File: src/sltie_pkg.sv
// shared types and constants for the simt lane integer execute block
package sltie_pkg;

	localparam int XLEN = 64;
	localparam int DATA_WIDTH_DEF = 64;

	typedef enum logic [4:0] {
		CMD_ADD       = 5'd0,
		CMD_SUB       = 5'd1,
		CMD_SLL       = 5'd2,
		CMD_SLT       = 5'd3,
		CMD_SLTU      = 5'd4,
		CMD_XOR       = 5'd5,
		CMD_SRL       = 5'd6,
		CMD_SRA       = 5'd7,
		CMD_OR        = 5'd8,
		CMD_AND       = 5'd9,
		CMD_MUL       = 5'd10,
		CMD_MULH      = 5'd11,
		CMD_MULHSU    = 5'd12,
		CMD_MULHU     = 5'd13,
		CMD_DIV       = 5'd14,
		CMD_DIVU      = 5'd15,
		CMD_REM       = 5'd16,
		CMD_REMU      = 5'd17,
		CMD_CZERO_EQZ = 5'd18,
		CMD_CZERO_NEZ = 5'd19
	} cmd_e;

	typedef enum logic [2:0] {
		MD_IDLE,
		MD_MUL,
		MD_DIV,
		MD_FIN,
		MD_DONE
	} md_state_e;

	typedef struct packed {
		logic [4:0]             command;
		logic signed [XLEN-1:0] operand_a;
		logic signed [XLEN-1:0] operand_b;
		logic                   active;
		logic                   last_lane;
	} in_t;

	typedef struct packed {
		logic signed [XLEN-1:0] result;
		logic                   write_enable;
		logic                   uses_muldiv;
		logic                   last_lane_out;
	} out_t;

	// queue entry between front and back
	typedef struct packed {
		logic [4:0]      command;
		logic [XLEN-1:0] a;
		logic [XLEN-1:0] b;
		logic            active;
		logic            last_lane;
		logic            muldiv;
	} qent_t;

	typedef struct packed {
		logic idle;
		logic done;
	} md_stat_t;

endpackage

File: src/sltie_front.sv
// front end: accepts commands, classifies them and queues them for the back end
module sltie_front import sltie_pkg::*; (
	input  logic  clk,
	input  logic  arst_n,
	input  logic  cmd_valid,
	output logic  cmd_stall,
	input  in_t   cmd,
	output logic  q_valid,
	output qent_t q_head,
	input  logic  q_pop
);

	qent_t      ent_q [2];
	logic       wr_q;
	logic       rd_q;
	logic [1:0] cnt_q;
	logic       push;
	qent_t      ent_new;

	assign cmd_stall = (cnt_q == 2'd2);
	assign push = cmd_valid && !cmd_stall;
	assign q_valid = (cnt_q != 2'd0);
	assign q_head = ent_q[rd_q];

	always_comb begin
		ent_new.command = cmd.command;
		ent_new.a = cmd.operand_a;
		ent_new.b = cmd.operand_b;
		ent_new.active = cmd.active;
		ent_new.last_lane = cmd.last_lane;
		ent_new.muldiv = (cmd.command >= CMD_MUL) && (cmd.command <= CMD_REMU);
	end

	always_ff @(posedge clk or negedge arst_n) begin
		if (!arst_n) begin
			wr_q <= 1'b0;
			rd_q <= 1'b0;
			cnt_q <= 2'd0;
		end else begin
			if (push) wr_q <= !wr_q;
			if (q_pop) rd_q <= !rd_q;
			if (push && !q_pop) cnt_q <= cnt_q + 2'd1;
			else if (!push && q_pop) cnt_q <= cnt_q - 2'd1;
		end
	end

	always_ff @(posedge clk) begin
		if (push) ent_q[wr_q] <= ent_new;
	end

endmodule

File: config.mk
export PLATFORM = sky130hd
export DESIGN_NAME = sltie_front
export DESIGN_NICKNAME = d
export VERILOG_FILES = /design/src/sltie_pkg.sv /design/src/sltie_front.sv
export SDC_FILE = /design/constraint.sdc
export NUM_CORES = 1
export LEC_CHECK = 0
export BUFFER_PORTS_ARGS = -buffer_cell sky130_fd_sc_hd__buf_2
export CORE_MARGIN = 8
export CORE_UTILIZATION = 45
export DETAILED_ROUTE_END_ITERATION = 6
export PLACE_DENSITY = 0.7
export SETUP_SLACK_MARGIN = 0.02
export SLEW_MARGIN = 25
export SYNTH_ARGS = -nofsm -noshare
export SYNTH_HDL_FRONTEND = slang
export SYNTH_SLANG_ARGS = --single-unit
export TNS_END_PERCENT = 10
File: constraint.sdc
create_clock -name clk -period 7.52 [get_ports clk]
set_input_delay 1.504 -clock clk [delete_from_list [all_inputs] [get_ports clk]]
set_output_delay 1.504 -clock clk [all_outputs]
set_load 0.05 [all_outputs]
Word level (Yosys, flattened, before mapping)
Memory sizes are Yosys's and may differ from the RTL's.
Cells that the tools add are included.
{"block": "op_classes", "add_sub_neg": 2, "n_lt_le_gt_ge": 2, "n_eq_ne": 1, "mux": 4, "n_reduce_logical": 11}
{"cell": "$ge 5x4->1 const B", "count": 1}
{"cell": "$le 5x5->1 const B", "count": 1}
{"cell": "$logic_not 1->1", "count": 5}
{"cell": "$logic_and 1x1->1", "count": 4}
{"cell": "$mux 2", "count": 2}
{"cell": "$reduce_bool 2->1", "count": 2}
{"cell": "$add 2x1->2 const B", "count": 1}
{"cell": "$eq 2x2->1 const B", "count": 1}
{"cell": "$mux 1", "count": 2}
{"cell": "$sub 2x1->2 const B", "count": 1}
{"block": "word_totals", "register_bits": 4, "mem_bits_rw": 272, "inputBits": 139, "out_inout_bits": 138, "wordCells": 24, "mem_count": 1}
{"memory": "ent_q", "words": 2, "word_bits": 136, "rd": 1, "rd_ports_with_merged_regs": 0, "write_ports": 1, "line_no": "sltie_front.sv:13", "source": "qent_t ent_q [2];"}

Longest topological paths before layout
{"block": "depth", "depth_word": 7, "mapped_depth": 7, "mapped_depth_nobuf": 7}

Least setup slack after synthesis
Ideal clock, no wire load.
{"block": "synth_timing", "path_kind": "input port to flip-flop", "from": "input port cmd_valid", "to": "memory ent_q[0][0] in the netlist's numbering (enable)", "setup_ns": 0.633, "t_arrival_ns": 7.242, "t_required_ns": 6.887, "path_slack_ns": -0.355, "path_stages": 2, "path_buffers": 0, "path_cell_list": "nand2_1 nor2_1"}
{"block": "synth_via", "elab_chain_cells": 3}
{"item": "from (decl)", "line_no": "sltie_front.sv:5", "source": "input logic cmd_valid,"}
{"item": "$logic_and 1x1->1", "line_no": "sltie_front.sv:21", "source": "assign push = cmd_valid && !cmd_stall;"}
{"item": "$mux 1", "line_no": "sltie_front.sv:48", "source": "if (push) ent_q[wr_q] <= ent_new;"}
{"item": "$mux 1 (implied by the code)", "line_no": "sltie_front.sv:48"}
{"item": "to (decl)", "line_no": "sltie_front.sv:13"}
Every way passes these cells.

==> results by group <==
Outcome
  – Status: completed

Clock network
  – Clock sink total: 276
  – CTS H-tree lvls: 1
  – Num CTS Buffers: 29
  – Resize count post-CTS: 0
  – Post-CTS Hold Fix Bufs: 0
  – Root Driver: clkbuf_16
  – Postcts setup bufs: 0
  – Clk Latency, worst-skew pair: 0.52 ns
  – Reg clk slew, reported paths: 0.06 ns
  – CTS Buffer Depth: 3
  – CTS tree: done

Setup path
  – CP max FO: 70
  – Critical path type: reg2out
  – Cell chain of the critical path: buf_4, mux2_2, buf_2
  – Crit. End Element: output port
  – Worst reg2reg setup slack: 4.87 ns
  – Crit Reg-Reg Startpoint: cnt_q[0]$_DFFE_PN0P_
  – Required @ worst endpoint: 6.02 ns
  – CP Depth: 3
  – Worst path slowest cell: dfrtp_4
  – Worst Setup EP: q_head[113]
  – Crit start category: flip-flop
  – Crit-path max cell delay: 0.99 ns
  – Worst R2R End: ent_q[1][117]$_DFFE_PP_
  – WP data arrival: 3.19 ns
  – Bufs and invs on worst path: 2
  – CP startpoint: rd_q$_DFFE_PN0P_
  – R2r worst-path depth: 3
  – Top delay family on crit path: buffers and inverters

Power and ir drop
  – LEAKAGE: 4.69 nW
  – VDD IR max: 345 uV
  – P per Cell Area: 469 nW/um^2
  – Total power draw: 5.89 mW

STA
  – Fmax: 213 MHz
  – Hold WS: 0.506 ns
  – # setup viols final: 0
  – Total negative slack: 0 ns
  – Max_slew headroom: 0.349
  – Final Hold Fails: 0
  – Min setup slack post-route: 2.83 ns
  – RSZ-0062 raised after global routing: no
  – Worst Skew: 0.00683 ns
  – Worst-margin pin slew: 0.976 ns
  – Final cycle utilization of the critical path: 0.624
  – Post-route minimum period: 4.69 ns
  – Final Slew Violations: 0

Yosys
  – Avg Inst Size Synth: 22.7 sq um
  – Yosys warnings: 0
  – Ys async rst share: 0.0145
  – Post-Synthesis Net Count: 586
  – Post-synthesis sequential area ratio: 0.818
  – Count of cell types in the netlist: 16
  – Post-synthesis register bit count: 276
  – Gate Count Post-Synth: 446
  – EDFF count, synth: 272
  – Top_reg_cell synth: edfxtp_1
  – Cell Area, Synth: 10100 sq um

Drt
  – Total number of vias: 5115
  – DRT Pass-1 Iters: 4
  – DRC Markers: 0
  – Routed WL: 20.8 mm
  – Post-route ant nets: 0
  – Avg WL per Cell: 19.9 um
  – Drt first-iter violations: 251
  – Vias/cell: 4.88

GRT
  – GRT overflow: 0
  – Initial antenna violation count: 3
  – Largest net degree at the start of global routing: 116
  – GRT Total Usage: 0.146
  – Global-route wire length before repair: 32.0 mm
  – Vias in the first global route: 5810

Floorplan
  – Ports: 277
  – Die area: 27500 sq um
  – Die W: 166 um
  – Starting density of the core: 0.452
  – Row count: 55
  – Chip height: 166 um
  – Core ar.: 22400 sq um

Finish
  – Nets@finish: 881
  – Area Overhead vs Synth: 24.2%
  – Share of cells above drive strength 1: 0.595
  – Commonest non-fill, non-tap cell in the layout: buf_2
  – Commonest cells after routing, fill and taps aside: buf_2 (276), edfxtp_1 (272), mux2_2 (136)
  – Final Core Density: 0.562

Placement
  – Gpl congestion: 0.722
  – Port Buffers: 276
  – Post-DP HPWL: 14.2 mm
  – Worst Setup Slack post-DPL: 3.35 ns

Job
  – Max cap viols: 0

Worst hold path
  – Hold Path Class: reg2reg
==> Yosys cell counts, types with 2 or more instances <==
master / n / area (sq um)
edfxtp_1: 272 / 8170
o21ai_0: 2 / 10.0
nor2_1: 2 / 7.51
clkbuf_8: 10 / 138
mux2_2: 136 / 1530
dfrtp_1: 4 / 100
nand2_1: 2 / 7.51
xnor2_1: 2 / 17.5
xor2_1: 3 / 26.3
buf_6: 5 / 56.3
inv_1: 3 / 11.3
==> flip-flops by register name, indices dropped and copies added, names as in the netlist <==
signal and flops:
ent_q 272, cnt_q 2, rd_q 1, wr_q 1
==> area by class of cell <==
type | count | area, sq um
flip-flops and latches | 276 | 8270
clock buffers | 37 | 756
repair buffers | 279 | 1420
clock inverters | 16 | 95.1
diodes | 1 | 2.50
inverters | 3 | 11.3
multi-input cells | 152 | 1650
well taps | 285 | 357
fillers | 1704 | 9810
==> worst min path at each step <==
| stage | from | endpoint | cells past startpoint |
|---|---|---|---|
| after floorplan | cnt_q[1]$_DFFE_PN0P_ | cnt_q[1]$_DFFE_PN0P_ | 1 |
| after global placement | cnt_q[1]$_DFFE_PN0P_ | cnt_q[1]$_DFFE_PN0P_ | 1 |
| after detailed placement | cnt_q[1]$_DFFE_PN0P_ | cnt_q[1]$_DFFE_PN0P_ | 1 |
| after CTS | cnt_q[1]$_DFFE_PN0P_ | cnt_q[1]$_DFFE_PN0P_ | 1 |
| after global routing | cnt_q[1]$_DFFE_PN0P_ | cnt_q[1]$_DFFE_PN0P_ | 1 |
| final | cnt_q[1]$_DFFE_PN0P_ | cnt_q[1]$_DFFE_PN0P_ | 1 |
==> report_power, final <==
part / total, mW / internal [mW] / switching [mW] / leakage [nW]
clock: 1.27 / 0.737 / 0.532 / 0.412
sequential: 2.26 / 2.11 / 0.150 / 2.57
combinational: 2.37 / 0.623 / 1.74 / 1.71
total: 5.89 / 3.47 / 2.43 / 4.69
==> cell families (layout without fill, tap and decap cells) <==
kind of cell,count (synthesis),after routing,share of synthesized area
DFF,276,276,0.818
muxes,136,136,0.151
buffers and inverters,18,335,0.0203
and+or+nand+nor,8,8,0.00384
xor gates and xnor gates,5,5,0.00433
AOI/OAI and AO/OA,2,2,0.000990
adders and majority gates,1,1,0.00124
other,0,1,0
==> per-stage QoR <==
step                      instances  cell area [sq um]
after floorplan                 446              10100
after global placement          995              11700
after detailed placement        995              11700
after CTS                      1048              12600
after global routing           1049              12600
final                          1049              12600
==> routing by layer <==
layer  wire, um  vias to the layer above  global-route usage
met2      10900                      190               0.266
li1           -                     2369                   -
met3       1370                       45              0.0414
met1       7880                     2507               0.161
met4        632                        4              0.0502
met5         26                        -                   0
No activity file was read; power rests on OpenSTA's default activity.
